`config.mk`:
```
export PLATFORM = sky130hd
export DESIGN_NAME = utf8_to_utf16_decoder_unit
export DESIGN_NICKNAME = d
export VERILOG_FILES = /design/src/hdl/u8u16_pkg.sv /design/src/hdl/u8u16_front.sv /design/src/hdl/u8u16_queue.sv /design/src/hdl/u8u16_back.sv /design/src/hdl/utf8_to_utf16_decoder_unit.sv
export SDC_FILE = /design/constraint.sdc
export NUM_CORES = 1
export LEC_CHECK = 0
export ABC_CLOCK_PERIOD_IN_PS = 5000
export BUFFER_PORTS_ARGS = -buffer_cell sky130_fd_sc_hd__buf_2
export CAP_MARGIN = 10
export CORE_MARGIN = 5
export CORE_UTILIZATION = 35
export CTS_CLUSTER_SIZE = 14
export DETAILED_ROUTE_END_ITERATION = 12
export HOLD_SLACK_MARGIN = 0.06
export PLACE_DENSITY_LB_ADDON = 0.15
export SLEW_MARGIN = 10
export SYNTH_ARGS = -nofsm -noshare
export SYNTH_HDL_FRONTEND = slang
export SYNTH_HIERARCHICAL = 1
export SYNTH_SLANG_ARGS = --single-unit
```
`constraint.sdc`:
```
create_clock -name clk -period 5 [get_ports clk]
set_clock_uncertainty 0.15 [all_clocks]
set_input_delay 0.25 -clock clk [delete_from_list [all_inputs] [get_ports clk]]
set_output_delay 0.25 -clock clk [all_outputs]
set_load 0.005 [all_outputs]
```
`src/hdl/u8u16_pkg.sv`:
```
// Package for the UTF-8 to UTF-16 decoder unit: payload structs, the queue entry type and
// the code point limits shared by the front end, the queue and the back end.
// No dependencies.
package u8u16_pkg;

	// One raw byte of a UTF-8 string with its end-of-string flag.
	typedef struct packed {
		logic [7:0] data_byte;
		logic       string_last;
	} in_item_t;

	// One UTF-16 result.
	typedef struct packed {
		logic [15:0] code_unit;
		logic        is_error;
		logic        run_last;
		logic        string_end;
	} out_item_t;

	// Queue entry: either a validated code point or an error report.
	typedef struct packed {
		logic        is_error;
		logic        string_end;
		logic [20:0] point;
	} event_t;

	localparam int unsigned QUEUE_DEPTH = 4;

	localparam logic [20:0] MAX_POINT      = 21'h10FFFF;
	localparam logic [20:0] SURR_FIRST     = 21'h00D800;
	localparam logic [20:0] SURR_LAST      = 21'h00DFFF;
	localparam logic [20:0] BMP_LAST       = 21'h00FFFF;
	localparam logic [20:0] SUPP_BASE      = 21'h010000;
	localparam logic [20:0] MIN_TWO_BYTE   = 21'h000080;
	localparam logic [20:0] MIN_THREE_BYTE = 21'h000800;
	localparam logic [15:0] HIGH_SURR_BASE = 16'hD800;
	localparam logic [15:0] LOW_SURR_BASE  = 16'hDC00;

	// Sequence length classes.
	localparam logic [1:0] LEN_TWO   = 2'd1;
	localparam logic [1:0] LEN_THREE = 2'd2;
	localparam logic [1:0] LEN_FOUR  = 2'd3;

endpackage

```
`src/hdl/u8u16_front.sv`:
```
// Front end of the UTF-8 to UTF-16 decoder unit: classifies each byte, gathers and
// validates code points and reports errors. Depends on u8u16_pkg.
module u8u16_front (
	input  logic               clk,
	input  logic               arst_n,
	input  logic               take,
	input  u8u16_pkg::in_item_t item,
	output logic               ev_valid,
	output u8u16_pkg::event_t  ev
);
	import u8u16_pkg::*;

	logic [20:0] point_accum_q;
	logic [1:0]  bytes_remaining_q;
	logic [1:0]  length_class_q;
	logic        discarding_q;

	logic [20:0] point_nx;
	logic [1:0]  bytes_remaining_nx;
	logic [1:0]  length_class_nx;
	logic        discarding_nx;
	logic [20:0] joined;
	logic [1:0]  rem_dec;
	logic [20:0] minimum;
	logic        bad_point;
	logic        raise_error;
	logic        emit_point;
	logic [20:0] emit_value;
	logic [7:0]  b;
	logic        last;

	assign b       = item.data_byte;
	assign last    = item.string_last;
	assign joined  = {point_accum_q[14:0], b[5:0]};
	assign rem_dec = bytes_remaining_q - 2'd1;

	always_comb begin
		case (length_class_q)
			LEN_TWO:   minimum = MIN_TWO_BYTE;
			LEN_THREE: minimum = MIN_THREE_BYTE;
			default:   minimum = SUPP_BASE;
		endcase
	end

	assign bad_point = (joined < minimum) || (joined > MAX_POINT) ||
			((joined >= SURR_FIRST) && (joined <= SURR_LAST));

	always_comb begin
		point_nx           = point_accum_q;
		bytes_remaining_nx = bytes_remaining_q;
		length_class_nx    = length_class_q;
		discarding_nx      = discarding_q;
		raise_error        = 1'b0;
		emit_point         = 1'b0;
		emit_value         = {13'd0, b};
		if (discarding_q) begin
			if (last) begin
				discarding_nx      = 1'b0;
				point_nx           = '0;
				bytes_remaining_nx = '0;
				length_class_nx    = '0;
			end
		end else if (bytes_remaining_q == 2'd0) begin
			if (b[7] == 1'b0) begin
				emit_point = 1'b1;
			end else if (b[7:5] == 3'b110) begin
				point_nx           = {16'd0, b[4:0]};
				bytes_remaining_nx = 2'd1;
				length_class_nx    = LEN_TWO;
				raise_error        = last;
			end else if (b[7:4] == 4'b1110) begin
				point_nx           = {17'd0, b[3:0]};
				bytes_remaining_nx = 2'd2;
				length_class_nx    = LEN_THREE;
				raise_error        = last;
			end else if (b[7:3] == 5'b11110) begin
				point_nx           = {18'd0, b[2:0]};
				bytes_remaining_nx = 2'd3;
				length_class_nx    = LEN_FOUR;
				raise_error        = last;
			end else begin
				raise_error = 1'b1;
			end
		end else if (b[7:6] != 2'b10) begin
			raise_error = 1'b1;
		end else if (rem_dec != 2'd0) begin
			point_nx           = joined;
			bytes_remaining_nx = rem_dec;
			raise_error        = last;
		end else begin
			point_nx           = '0;
			bytes_remaining_nx = '0;
			length_class_nx    = '0;
			raise_error        = bad_point;
			emit_point         = !bad_point;
			emit_value         = joined;
		end
		if (raise_error) begin
			point_nx           = '0;
			bytes_remaining_nx = '0;
			length_class_nx    = '0;
			discarding_nx      = !last;
			emit_point         = 1'b0;
		end
	end

	assign ev_valid      = take && (raise_error || emit_point);
	assign ev.is_error   = raise_error;
	assign ev.string_end = last;
	assign ev.point      = raise_error ? 21'd0 : emit_value;

	always_ff @(posedge clk or negedge arst_n) begin
		if (!arst_n) begin
			point_accum_q     <= '0;
			bytes_remaining_q <= '0;
			length_class_q    <= '0;
			discarding_q      <= 1'b0;
		end else if (take) begin
			point_accum_q     <= point_nx;
			bytes_remaining_q <= bytes_remaining_nx;
			length_class_q    <= length_class_nx;
			discarding_q      <= discarding_nx;
		end
	end

endmodule

```
`src/hdl/u8u16_queue.sv`:
```
// Short first-in first-out queue of decoded events between the front and back ends of the
// UTF-8 to UTF-16 decoder unit. Depends on u8u16_pkg.
module u8u16_queue #(
	parameter int unsigned DEPTH = u8u16_pkg::QUEUE_DEPTH
) (
	input  logic              clk,
	input  logic              arst_n,
	input  logic              push,
	input  u8u16_pkg::event_t push_ev,
	input  logic              pop,
	output logic              full,
	output logic              empty,
	output u8u16_pkg::event_t head
);
	import u8u16_pkg::*;

	// DEPTH must be a power of two of at least two, so the pointers wrap on their own; the block does not enforce it.
	localparam int unsigned AW = $clog2(DEPTH);

	event_t          slots_q [DEPTH];
	logic [AW-1:0]   wr_ptr_q;
	logic [AW-1:0]   rd_ptr_q;
	logic [AW:0]     count_q;
	logic            do_push;
	logic            do_pop;

	assign full    = (count_q == (AW+1)'(DEPTH));
	assign empty   = (count_q == '0);
	assign head    = slots_q[rd_ptr_q];
	assign do_push = push && !full;
	assign do_pop  = pop && !empty;

	always_ff @(posedge clk) begin
		if (do_push) begin
			slots_q[wr_ptr_q] <= push_ev;
		end
	end

	always_ff @(posedge clk or negedge arst_n) begin
		if (!arst_n) begin
			wr_ptr_q <= '0;
			rd_ptr_q <= '0;
			count_q  <= '0;
		end else begin
			if (do_push) begin
				wr_ptr_q <= wr_ptr_q + 1'b1;
			end
			if (do_pop) begin
				rd_ptr_q <= rd_ptr_q + 1'b1;
			end
			case ({do_push, do_pop})
				2'b10:   count_q <= count_q + 1'b1;
				2'b01:   count_q <= count_q - 1'b1;
				default: count_q <= count_q;
			endcase
		end
	end

endmodule

```
`src/hdl/u8u16_back.sv`:
```
// Back end of the UTF-8 to UTF-16 decoder unit: turns queued events into UTF-16 results
// through an output register, splitting supplementary points into surrogate pairs.
// Depends on u8u16_pkg.
module u8u16_back (
	input  logic                clk,
	input  logic                arst_n,
	input  logic                ev_present,
	input  u8u16_pkg::event_t   ev,
	output logic                ev_pop,
	output logic                out_valid,
	input  logic                out_ready,
	output u8u16_pkg::out_item_t out_data
);
	import u8u16_pkg::*;

	logic        valid_q;
	out_item_t   result_q;
	logic        low_pending_q;
	logic [15:0] low_unit_q;
	logic        low_end_q;

	logic        load;
	logic [20:0] offset;
	logic        is_supp;

	assign load    = !valid_q || out_ready;
	assign ev_pop  = load && !low_pending_q && ev_present;
	assign offset  = ev.point - SUPP_BASE;
	assign is_supp = (ev.point > BMP_LAST);

	always_ff @(posedge clk or negedge arst_n) begin
		if (!arst_n) begin
			valid_q       <= 1'b0;
			low_pending_q <= 1'b0;
		end else if (load) begin
			if (low_pending_q) begin
				valid_q       <= 1'b1;
				low_pending_q <= 1'b0;
			end else begin
				valid_q       <= ev_present;
				low_pending_q <= ev_present && !ev.is_error && is_supp;
			end
		end
	end

	always_ff @(posedge clk) begin
		if (load) begin
			if (low_pending_q) begin
				result_q.code_unit  <= low_unit_q;
				result_q.is_error   <= 1'b0;
				result_q.run_last   <= 1'b1;
				result_q.string_end <= low_end_q;
			end else begin
				result_q.is_error   <= ev.is_error;
				result_q.string_end <= ev.string_end;
				if (ev.is_error) begin
					result_q.code_unit <= '0;
					result_q.run_last  <= 1'b1;
				end else if (is_supp) begin
					result_q.code_unit <= HIGH_SURR_BASE | {6'd0, offset[19:10]};
					result_q.run_last  <= 1'b0;
				end else begin
					result_q.code_unit <= ev.point[15:0];
					result_q.run_last  <= 1'b1;
				end
				low_unit_q <= LOW_SURR_BASE | {6'd0, offset[9:0]};
				low_end_q  <= ev.string_end;
			end
		end
	end

	assign out_valid = valid_q;
	assign out_data  = result_q;

endmodule

```
`src/hdl/utf8_to_utf16_decoder_unit.sv`:
```
// Top level of the validating UTF-8 to UTF-16 decoder unit.
// Depends on u8u16_pkg, u8u16_front, u8u16_queue and u8u16_back.
//
// The unit takes one UTF-8 byte per transaction on the input channel and gives UTF-16
// code units on the output channel. Input is accepted at one byte per clock cycle while
// the event queue has room; a byte that completes a character in the Basic Multilingual
// Plane yields one result, a four-byte character yields a high surrogate and then a low
// surrogate with no other result between them, and continuation bytes that do not finish
// a character yield nothing. While the receiver is ready, the output register sets the
// sustained rate of one result per cycle. No byte yields more than one queued event and a
// surrogate pair needs four bytes, so bytes flow at one per cycle for as long as the
// receiver keeps taking results; the input stalls only once the receiver has held off
// long enough to fill the output register and the QUEUE_DEPTH entries of the event queue,
// and while the queue is full it takes no byte even in a cycle in which an event leaves
// it. A result passes the event queue and the output register, so it cannot be taken at
// the edge at which its byte is accepted. On the first malformed byte, truncated sequence,
// overlong form, surrogate value or value above U+10FFFF in a string, the unit reports a
// single error result with a zero code unit; it then drops the rest of that string
// silently and is ready for a new string after the byte that carries string_last. Every
// result copies string_last of the byte that caused it, and run_last marks the final
// result of that byte.
module utf8_to_utf16_decoder_unit #(
	parameter int unsigned QUEUE_DEPTH = u8u16_pkg::QUEUE_DEPTH
) (
	input  logic                 clk,
	input  logic                 arst_n,
	input  logic                 in_valid,
	output logic                 in_ready,
	input  u8u16_pkg::in_item_t  in_data,
	output logic                 out_valid,
	input  logic                 out_ready,
	output u8u16_pkg::out_item_t out_data
);
	import u8u16_pkg::*;

	// The front end classifies bytes and keeps the sequence state; it may run on as long
	// as the queue has room, independent of whether the output side is stalled.
	logic   take;
	logic   ev_valid;
	event_t ev_front;
	logic   queue_full;
	logic   queue_empty;
	event_t queue_head;
	logic   ev_pop;

	assign in_ready = !queue_full;
	assign take     = in_valid && in_ready;

	u8u16_front front_i (
		.clk      (clk),
		.arst_n   (arst_n),
		.take     (take),
		.item     (in_data),
		.ev_valid (ev_valid),
		.ev       (ev_front)
	);

	// Decoded events wait here, so a stalled consumer does not stop byte intake at once.
	u8u16_queue #(
		.DEPTH (QUEUE_DEPTH)
	) queue_i (
		.clk     (clk),
		.arst_n  (arst_n),
		.push    (ev_valid),
		.push_ev (ev_front),
		.pop     (ev_pop),
		.full    (queue_full),
		.empty   (queue_empty),
		.head    (queue_head)
	);

	// The back end owns the output register and splits supplementary points into pairs.
	u8u16_back back_i (
		.clk        (clk),
		.arst_n     (arst_n),
		.ev_present (!queue_empty),
		.ev         (queue_head),
		.ev_pop     (ev_pop),
		.out_valid  (out_valid),
		.out_ready  (out_ready),
		.out_data   (out_data)
	);

endmodule

```
After elaboration in Yosys (flattened, before gate mapping)
Memory sizes are Yosys's and may differ from the RTL's.
Index checks and enable logic that the tools add are counted.
- div/mod/pow operators: 0
- reductions and logical operators: 29
- equal/unequal tests: 14
- multiply operators: 0
- shifts and indexed selects: 0
- magnitude comparators: 5
- muxes and demuxes: 58
- add/sub/neg operators: 6
- bitwise operators: 1
- operator list (kind ; count):
    15-bit two-way mux ; 10
    21-bit two-way mux ; 5
    17-bit one-hot mux with 2 select lines ; 1
    16-bit two-way mux ; 2
    2-bit two-way mux ; 15
    1-bit two-way mux ; 23
    21-bit by 16-bit >= comparator with 1-bit output, second input constant ; 1
    21-bit by 16-bit greater-than comparator with 1-bit output, second input constant ; 1
    21-bit greater-than comparator, second input constant ; 1
    21-bit by 16-bit <= comparator with 1-bit output, second input constant ; 1
    21-bit by 17-bit < comparator with 1-bit output ; 1
    20-bit by 17-bit subtractor with 20-bit output, second input constant ; 1
    13-bit two-way mux ; 1
    1-bit logical AND ; 9
    4-bit by 1-bit inequality test with 1-bit output, second input constant ; 2
    1-bit zero test ; 7
    3-bit equality test, second input constant ; 2
    6-bit by 4-bit inequality test with 1-bit output, second input constant ; 1
    3-bit one-hot mux with 2 select lines ; 1
    6-bit AND reduction ; 1
    5-bit equality test, second input constant ; 1
    5-bit AND reduction ; 1
    2-bit by 1-bit adder with 2-bit output, second input constant ; 2
    2-bit by 1-bit equality test with 1-bit output, second input constant ; 2
    16 further kinds ; 21
- bits in latches: 0
- output and inout bits: 21
- bits of input ports: 13
- bits in writable memories: 92
- flip-flop bits (word level): 59
- memories: 1
- bits in read-only memories: 0
- memory list (memory ; words ; width ; rd ports ; clocked after Yosys merged registers in ; wr ports ; line ; RTL):
    queue_i.slots_q ; 4 ; 23 ; 1 ; 0 ; 1 ; u8u16_queue.sv:20 ; event_t slots_q [DEPTH];

Longest topological paths before layout
Gate-level depths: netlist of the first run.
- depth in word-level cells: 16
- depth in mapped cells: 11

By module
Netlist of the first run, hierarchy kept.
- modules (own cells, without submodules) (module ; instances ; sequential area each (sq um) ; area an instance (sq um) ; cells an instance):
    u8u16_queue ; 1 ; 2937.8 ; 3791.1 ; 158
    u8u16_back ; 1 ; 950.9 ; 1446.4 ; 107
    u8u16_front ; 1 ; 500.5 ; 1273.7 ; 121
    utf8_to_utf16_decoder_unit ; 1 ; 0.0 ; 13.8 ; 3

Worst setup path after synthesis of the first run
OpenSTA, ideal clock, no wires.
- kind: flip-flop to flip-flop
- from: reg queue_i.rd_ptr_q[0]
- to: reg back_i.result_q, in the netlist back_i/out_data[11], data pin
- data required time: 4593 ps
- arrival: 2339 ps
- clock period less this slack: 2746 ps
- library setup time: 257 ps
- cell stages (with the launch flop): 9
- path buffers: 2
- setup slack: 2254 ps
- path through: dfrtp_1 -> buf_6 -> buf_12 -> mux4_2 -> nand4_1 -> nor4_4 -> mux2i_4 -> or2b_1 -> a32o_1
- RTL lines (item ; line ; RTL):
    start: declaration ; u8u16_queue.sv:22 ; logic [AW-1:0] rd_ptr_q;
    start signal: assignment ; u8u16_queue.sv:49 ; rd_ptr_q <= rd_ptr_q + 1'b1;
    end: declaration ; u8u16_back.sv:17 ; out_item_t result_q;

==> flow_summary.ini, run 1 <==
[cells_and_area]
diodes = 0
drive_above_1_share = 0.241
mostFrequentLayoutCell = edfxtp_1
syn_to_final_growth_pct = 16.2
layout_common_cells = 122 x edfxtp_1, 33 x buf_2, 29 x dfrtp_1
layout.nets = 467

[route]
drt_pass1_iterations = 4
wl_per_cell_um = 19.2
drtAntennaViolNets = 0
drc = 0
wl_met2_mm = 6.42
drtIter0Drc = 138
wl_met3_um = 484
drt-met1-wl_mm = 6.16
top_layer = met4
via_count = 3468
vias_per_cell = 5.03
wirelength_mm = 13.2

[power]
powerDensity_mw_per_mm2 = 583
leakagePower_nw = 2.77
ir_worst_vdd_mv = 0.278
power_mw = 4.42

[timing]
setup_viol = 0
tightest_slew_ns = 0.751
finalSetupTns_ns = 0
slew_headroom = 0.499
finalCritPeriodShare = 0.663
hold_viol = 0
rsz0062_at_grt = no
hold_ws_ns = 0.167
slew_violations = 0
timing.fmax_ghz = 0.302
fin_ws_ns = 1.68
min_period_ns = 3.32

[floorplanning]
io-pin-count = 34
rows = 50
chipHeight_um = 147
start_util = 0.352
die_area_mm2 = 0.0215
core_area_mm2 = 0.0185
die_w_um = 147

[logic_synthesis]
synth_nets = 413
syn_avg_cell_area_um2 = 16.8
synth_ff_type = edfxtp_1
syn_area_mm2 = 0.00653
yosys_warnings = 6
ys_types = 61
synth-edff-count = 122
ys_seq_elements = 151
synthArstFlopShare = 0.192
ys_seq_area_frac = 0.673
netlist_instances = 389

[clock_network]
cts_root_buf = clkbuf_16
clock-sinks = 151
h-tree-depth = 4
clock_latency_ns = 0.43
path_clk_slew_ns = 0.07
cts_buffer_depth = 2
tritoncts = built
cts-buffers-inserted = 17

[global_routing]
antenna_found_initial = 0
grt_use_total = 0.130
grt_max_degree = 30
grt-ovfl-total = 0
first_global_vias = 3715
grt_pass1_wl_mm = 21.2

[setup_path]
crit_type = reg -> reg
endpoint_kind = register
startpoint_type = register
worstPathRequired_ns = 5.01
critical_path.max_fanout = 18
crit_arrival_ns = 3.33

[place]
port_buffers = 33
hpwl_mm = 9.10
place_ws_ns = 1.63
globalplace.congestion = 0.765

[hold_path]
worstHoldPathType = in -> reg

[run_status]
status = completed

[run]
maxCapViolations = 0
where the power goes:
part / leakage [nW] / switching, mW / internal [mW]
registers: 1.52 / 0.146 / 1.73
clock network: 0.273 / 0.530 / 0.694
logic: 0.979 / 0.750 / 0.570
through the flow:
stage / cells / instance area, um2 / util
2_1_floorplan: 389 / 6530 / -
3_3_place_gp: 649 / 6920 / 0.374
3_5_place_dp: 649 / 6920 / 0.374
4_1_cts: 690 / 7580 / 0.409
5_1_grt: 690 / 7580 / 0.409
6_report: 690 / 7580 / 0.409
cell usage after synthesis (all sizes together) (3+ instances only):
library cell	instances	area, um2
a22o	13	114
or4	3	26.3
edfxtp	122	3660
a21o	6	45.0
ha	10	125
or2b	4	30.0
dfrtp	29	726
nor3	7	40.0
nand2b	4	25.0
nand2	17	63.8
nand4	4	25.0
nand3	3	15.0
nor2	8	30.0
nor2b	5	33.8
clkbuf	4	15.0
and2	25	156
o21ai	12	60.1
buf	12	113
xor2	4	35.0
mux2i	10	113
nor4	4	55.1
mux4	23	537
xnor2	4	35.0
inv	21	78.8
a32o	4	40.0
path summary, 6_finish.rpt:
| check | from | end | slack (ns) | cells past startpoint |
|---|---|---|---|---|
| max | queue_i/rd_ptr_q[0] | back_i/out_data[5] | 1.68 | 7 |
| min | in_data[7] | front_i/length_class_q[0] | 0.17 | 3 |
| max reg2reg | queue_i/rd_ptr_q[0] | back_i/out_data[5] | 1.68 | 7 |
| min reg2reg | queue_i/count_q[2] | queue_i/count_q[2] | 0.37 | 1 |
| max in group asynchronous | arst_n | front_i/point_accum_q[12] | 3.93 | 2 |
| min in group asynchronous | arst_n | front_i/bytes_remaining_q[1] | 0.28 | 2 |
cell type report:
class	instances	area [um2]
multi-input cells	201	1930
clock buffers	17	425
well taps	234	293
flip-flops and latches	151	4390
inverters	21	78.8
clock inverters	15	144
fillers	1706	10900
repair buffers	51	323
critical path: stages (launching register included):
cell and delay [ns]:
dfrtp_1 0.35, buf_4 0.22, mux4_1 0.68, nor3_1 0.44
nand3_1 0.20, mux2i_4 0.52, mux2i_1 0.37, o21ai_1 0.11
kinds of logic after synthesis:
group                    share of synthesized area
multiplexers                                 0.104
XOR/XNOR                                    0.0107
buffers and inverters                       0.0316
AND/OR/NAND/NOR                             0.0892
AO/OA/AOI/OAI                               0.0700
flip-flops                                   0.673
adder cells (fa/ha/maj)                     0.0222
state kept, by name, summed over array words and instances, names as in the netlist:
register	cells
front_i/length_class_q	2
queue_i/count_q	3
front_i/bytes_remaining_q	2
front_i/discarding_q	1
back_i/low_unit_q	10
back_i/low_end_q	1
queue_i/rd_ptr_q	2
back_i/low_pending_q	1
back_i/out_data	19
queue_i/slots_q	92
front_i/point_accum_q	15
back_i/out_valid	1
queue_i/wr_ptr_q	2
timing repair:
item / 4_1_cts / 5_1_grt
buffers inserted: 0 / 0
endpoints found under the hold margin: 41 / 0
gates resized for setup: 0 / 0
hold buffers: 9 / 0
per-layer routing:
| metal | track usage | vias to the layer above |
|---|---|---|
| li1 | - | 1623 |
| met1 | 0.171 | 1770 |
| met2 | 0.207 | 62 |
| met3 | 0.0403 | 13 |
| met4 | 0.0395 | 0 |
| met5 | 0 | - |
No activity file was read; power rests on OpenSTA's default activity.
==> run 2, diff against run 1 <==
- ABC_CLOCK_PERIOD_IN_PS: 5000 -> 2700
- clock period: 5 -> 2.7 ns (I/O delays scaled with it)
==> run 2 against run 1 <==
The flow now finishes with violations (setup timing). Worst setup slack got worse by 1.9 ns. Worst hold slack got worse by 0.068 ns. Register-to-register slack got worse by 1.9 ns. Clock power rose by 120%. Clock-buffer cell count rose by 3. Utilization rose by 3.3 points. Total power rose by 110%. Combinational power rose by 140%. Sequential cell count did not move. Sequential power rose by 83%. Via count rose by 5.9%. Non-clock buffer count rose by 51. Critical path type unchanged.
==> flow_summary.ini, run 2 (synthesis gave the netlist of run 1 again) <==
[run_status]
status = finished, violations left
violations = setup timing

[cells_and_area]
finalNonFillerCells = 741
largest-register = queue_i/slots_q
fin_util = 0.442
stdcell_area_mm2 = 0.00819
syn_to_final_growth_pct = 25.5
mostFrequentLayoutCell = edfxtp_1
diodes = 0
ff_latch_area_mm2 = 0.00439
layout_common_cells = 122 x edfxtp_1, 46 x buf_4, 33 x buf_2
multi_input_area_mm2 = 0.00194
layout.nets = 518
largest_reg_flops = 92
fillers = 1643
drive_above_1_share = 0.327

[setup_path]
crit_arrival_ns = 2.92
critPathMaxStageDelay_ns = 0.43
r2r_start = queue_i/rd_ptr_q[0]
endpoint_kind = register
critPathTopFamily = simple AND/OR/NAND/NOR gates
startpoint_type = register
crit_path_start = queue_i/rd_ptr_q[0]
crit_slowest_cell = dfrtp_2
worstPathRequired_ns = 2.73
path_cells = buf_12 -> buf_8 -> mux4_2 -> nand4_1 -> nor4_4 -> mux2i_4 -> buf_6 -> or2b_1 -> a21o_1
path_buf_inv = 3
critical_path.max_fanout = 6
crit_type = reg -> reg
r2r_slack_ns = -0.20

[timing]
fin_ws_ns = -0.198
hold_viol = 0
slew_headroom = 0.507
tightest_slew_ns = 0.739
slew_violations = 0
setup_viol = 14
finalCritPeriodShare = 1.07
min_period_ns = 2.90
timing.fmax_ghz = 0.345
rsz0062_at_grt = yes

[place]
placed_area_mm2 = 0.00726
globalplace.congestion = 0.732
port_buffers = 33
dp.cells = 684
hpwl_mm = 9.26
place_ws_ns = -0.166

[global_routing]
antenna_found_initial = 0
grt-ovfl-total = 0
grt_pass1_wl_mm = 21.7
grt_use_total = 0.133
grt_max_degree = 30
first_global_vias = 3862

[hold_path]
min_from = in_data[8]
worstHoldPathType = in -> reg

[route]
wl_per_cell_um = 18.1
drt_pass1_iterations = 4
wirelength_mm = 13.4
vias_per_cell = 4.96
drtAntennaViolNets = 0
drc = 0
via_count = 3672
drtIter0Drc = 110

[clock_network]
h-tree-depth = 4
clock_latency_ns = 0.42
cts_buffer_depth = 2
cts_root_buf = clkbuf_16
clock-sinks = 151
cts-buffers-inserted = 17
tritoncts = built
path_clk_slew_ns = 0.06

[floorplanning]
io-pin-count = 34
die_area_mm2 = 0.0215
core_area_mm2 = 0.0185
chipHeight_um = 147
start_util = 0.352
die_w_um = 147
rows = 50

[run]
maxCapViolations = 0

[power]
powerDensity_mw_per_mm2 = 1130
ir_worst_vdd_mv = 0.629
leakagePower_nw = 3.11
power_mw = 9.26
==> run 2: changes by cell type in the layout (fill, tap and decap cells not counted), sizes merged <==
cell	change
buf	+49
bufinv	+5
inv	-5
clkbuf	+3
clkinv	-2
dlygate4sd3	+2
clkinvlp	-1
==> run 2: path summary, 6_finish.rpt <==
path / endpoint / cells past startpoint
setup / recovery: back_i/out_data[14] / 9
hold / removal: front_i/length_class_q[0] / 3
setup reg to reg: back_i/out_data[14] / 9
hold reg to reg: queue_i/count_q[2] / 1
max in group asynchronous: queue_i/rd_ptr_q[0] / 2
min in group asynchronous: front_i/bytes_remaining_q[1] / 2
==> run 2: metrics by stage <==
step / setup TNS, ns / hold WS (ns)
finish: -1.96 / 0.0998
global route: -3.41 / 0.101
CTS: -2.01 / 0.0691
detailed placement: -4.91 / 0.101
global placement: -2.74 / 0.0830
floorplan: -0.170 / -0.311
==> run 2: what timing repair did <==
| item | CTS | global route |
|---|---|---|
| resized for setup | 7 | 11 |
| setup buffers | 8 | 6 |
| pin swaps | 3 | 4 |
| endpoints found under the hold margin | 66 | 0 |
| gates cloned | 0 | 0 |
| hold buffers | 11 | 0 |
| setup endpoints to repair | 66 | 40 |
==> run 2: worst register-to-register path, cell delays in order (launching register included) <==
cell	delay (ns)
dfrtp_2	0.43
buf_12	0.15
buf_8	0.13
mux4_2	0.39
nand4_1	0.14
nor4_4	0.40
mux2i_4	0.34
buf_6	0.15
or2b_1	0.23
a21o_1	0.15
==> run 2: cell type report <==
cell class | count | share of cell area
Clock buffer | 20 | 0.0558
Tap cell | 234 | 0.0357
Inverter | 21 | 0.00962
Timing Repair Buffer | 102 | 0.0991
Sequential cell | 151 | 0.536
Clock inverter | 12 | 0.0272
Multi-Input combinational cell | 201 | 0.237
==> run 2: metal layers <==
metal / up-vias / GRT usage / part of all wire / routed length, um
met1: 1860 / 0.173 / 0.46 / 6140
met4: 0 / 0.0494 / 0.016 / 218
li1: 1726 / - / - / -
met5: - / 0 / 0 / 0
met2: 70 / 0.214 / 0.49 / 6550
met3: 16 / 0.0354 / 0.036 / 481
==> run 2: report_power, final <==
group,total [mW],internal (mW),leakage [nW],switching (mW)
clock network,2.71,1.78,0.326,0.926
registers,3.44,3.21,1.52,0.232
logic,3.11,1.55,1.26,1.56
total,9.26,6.54,3.11,2.72
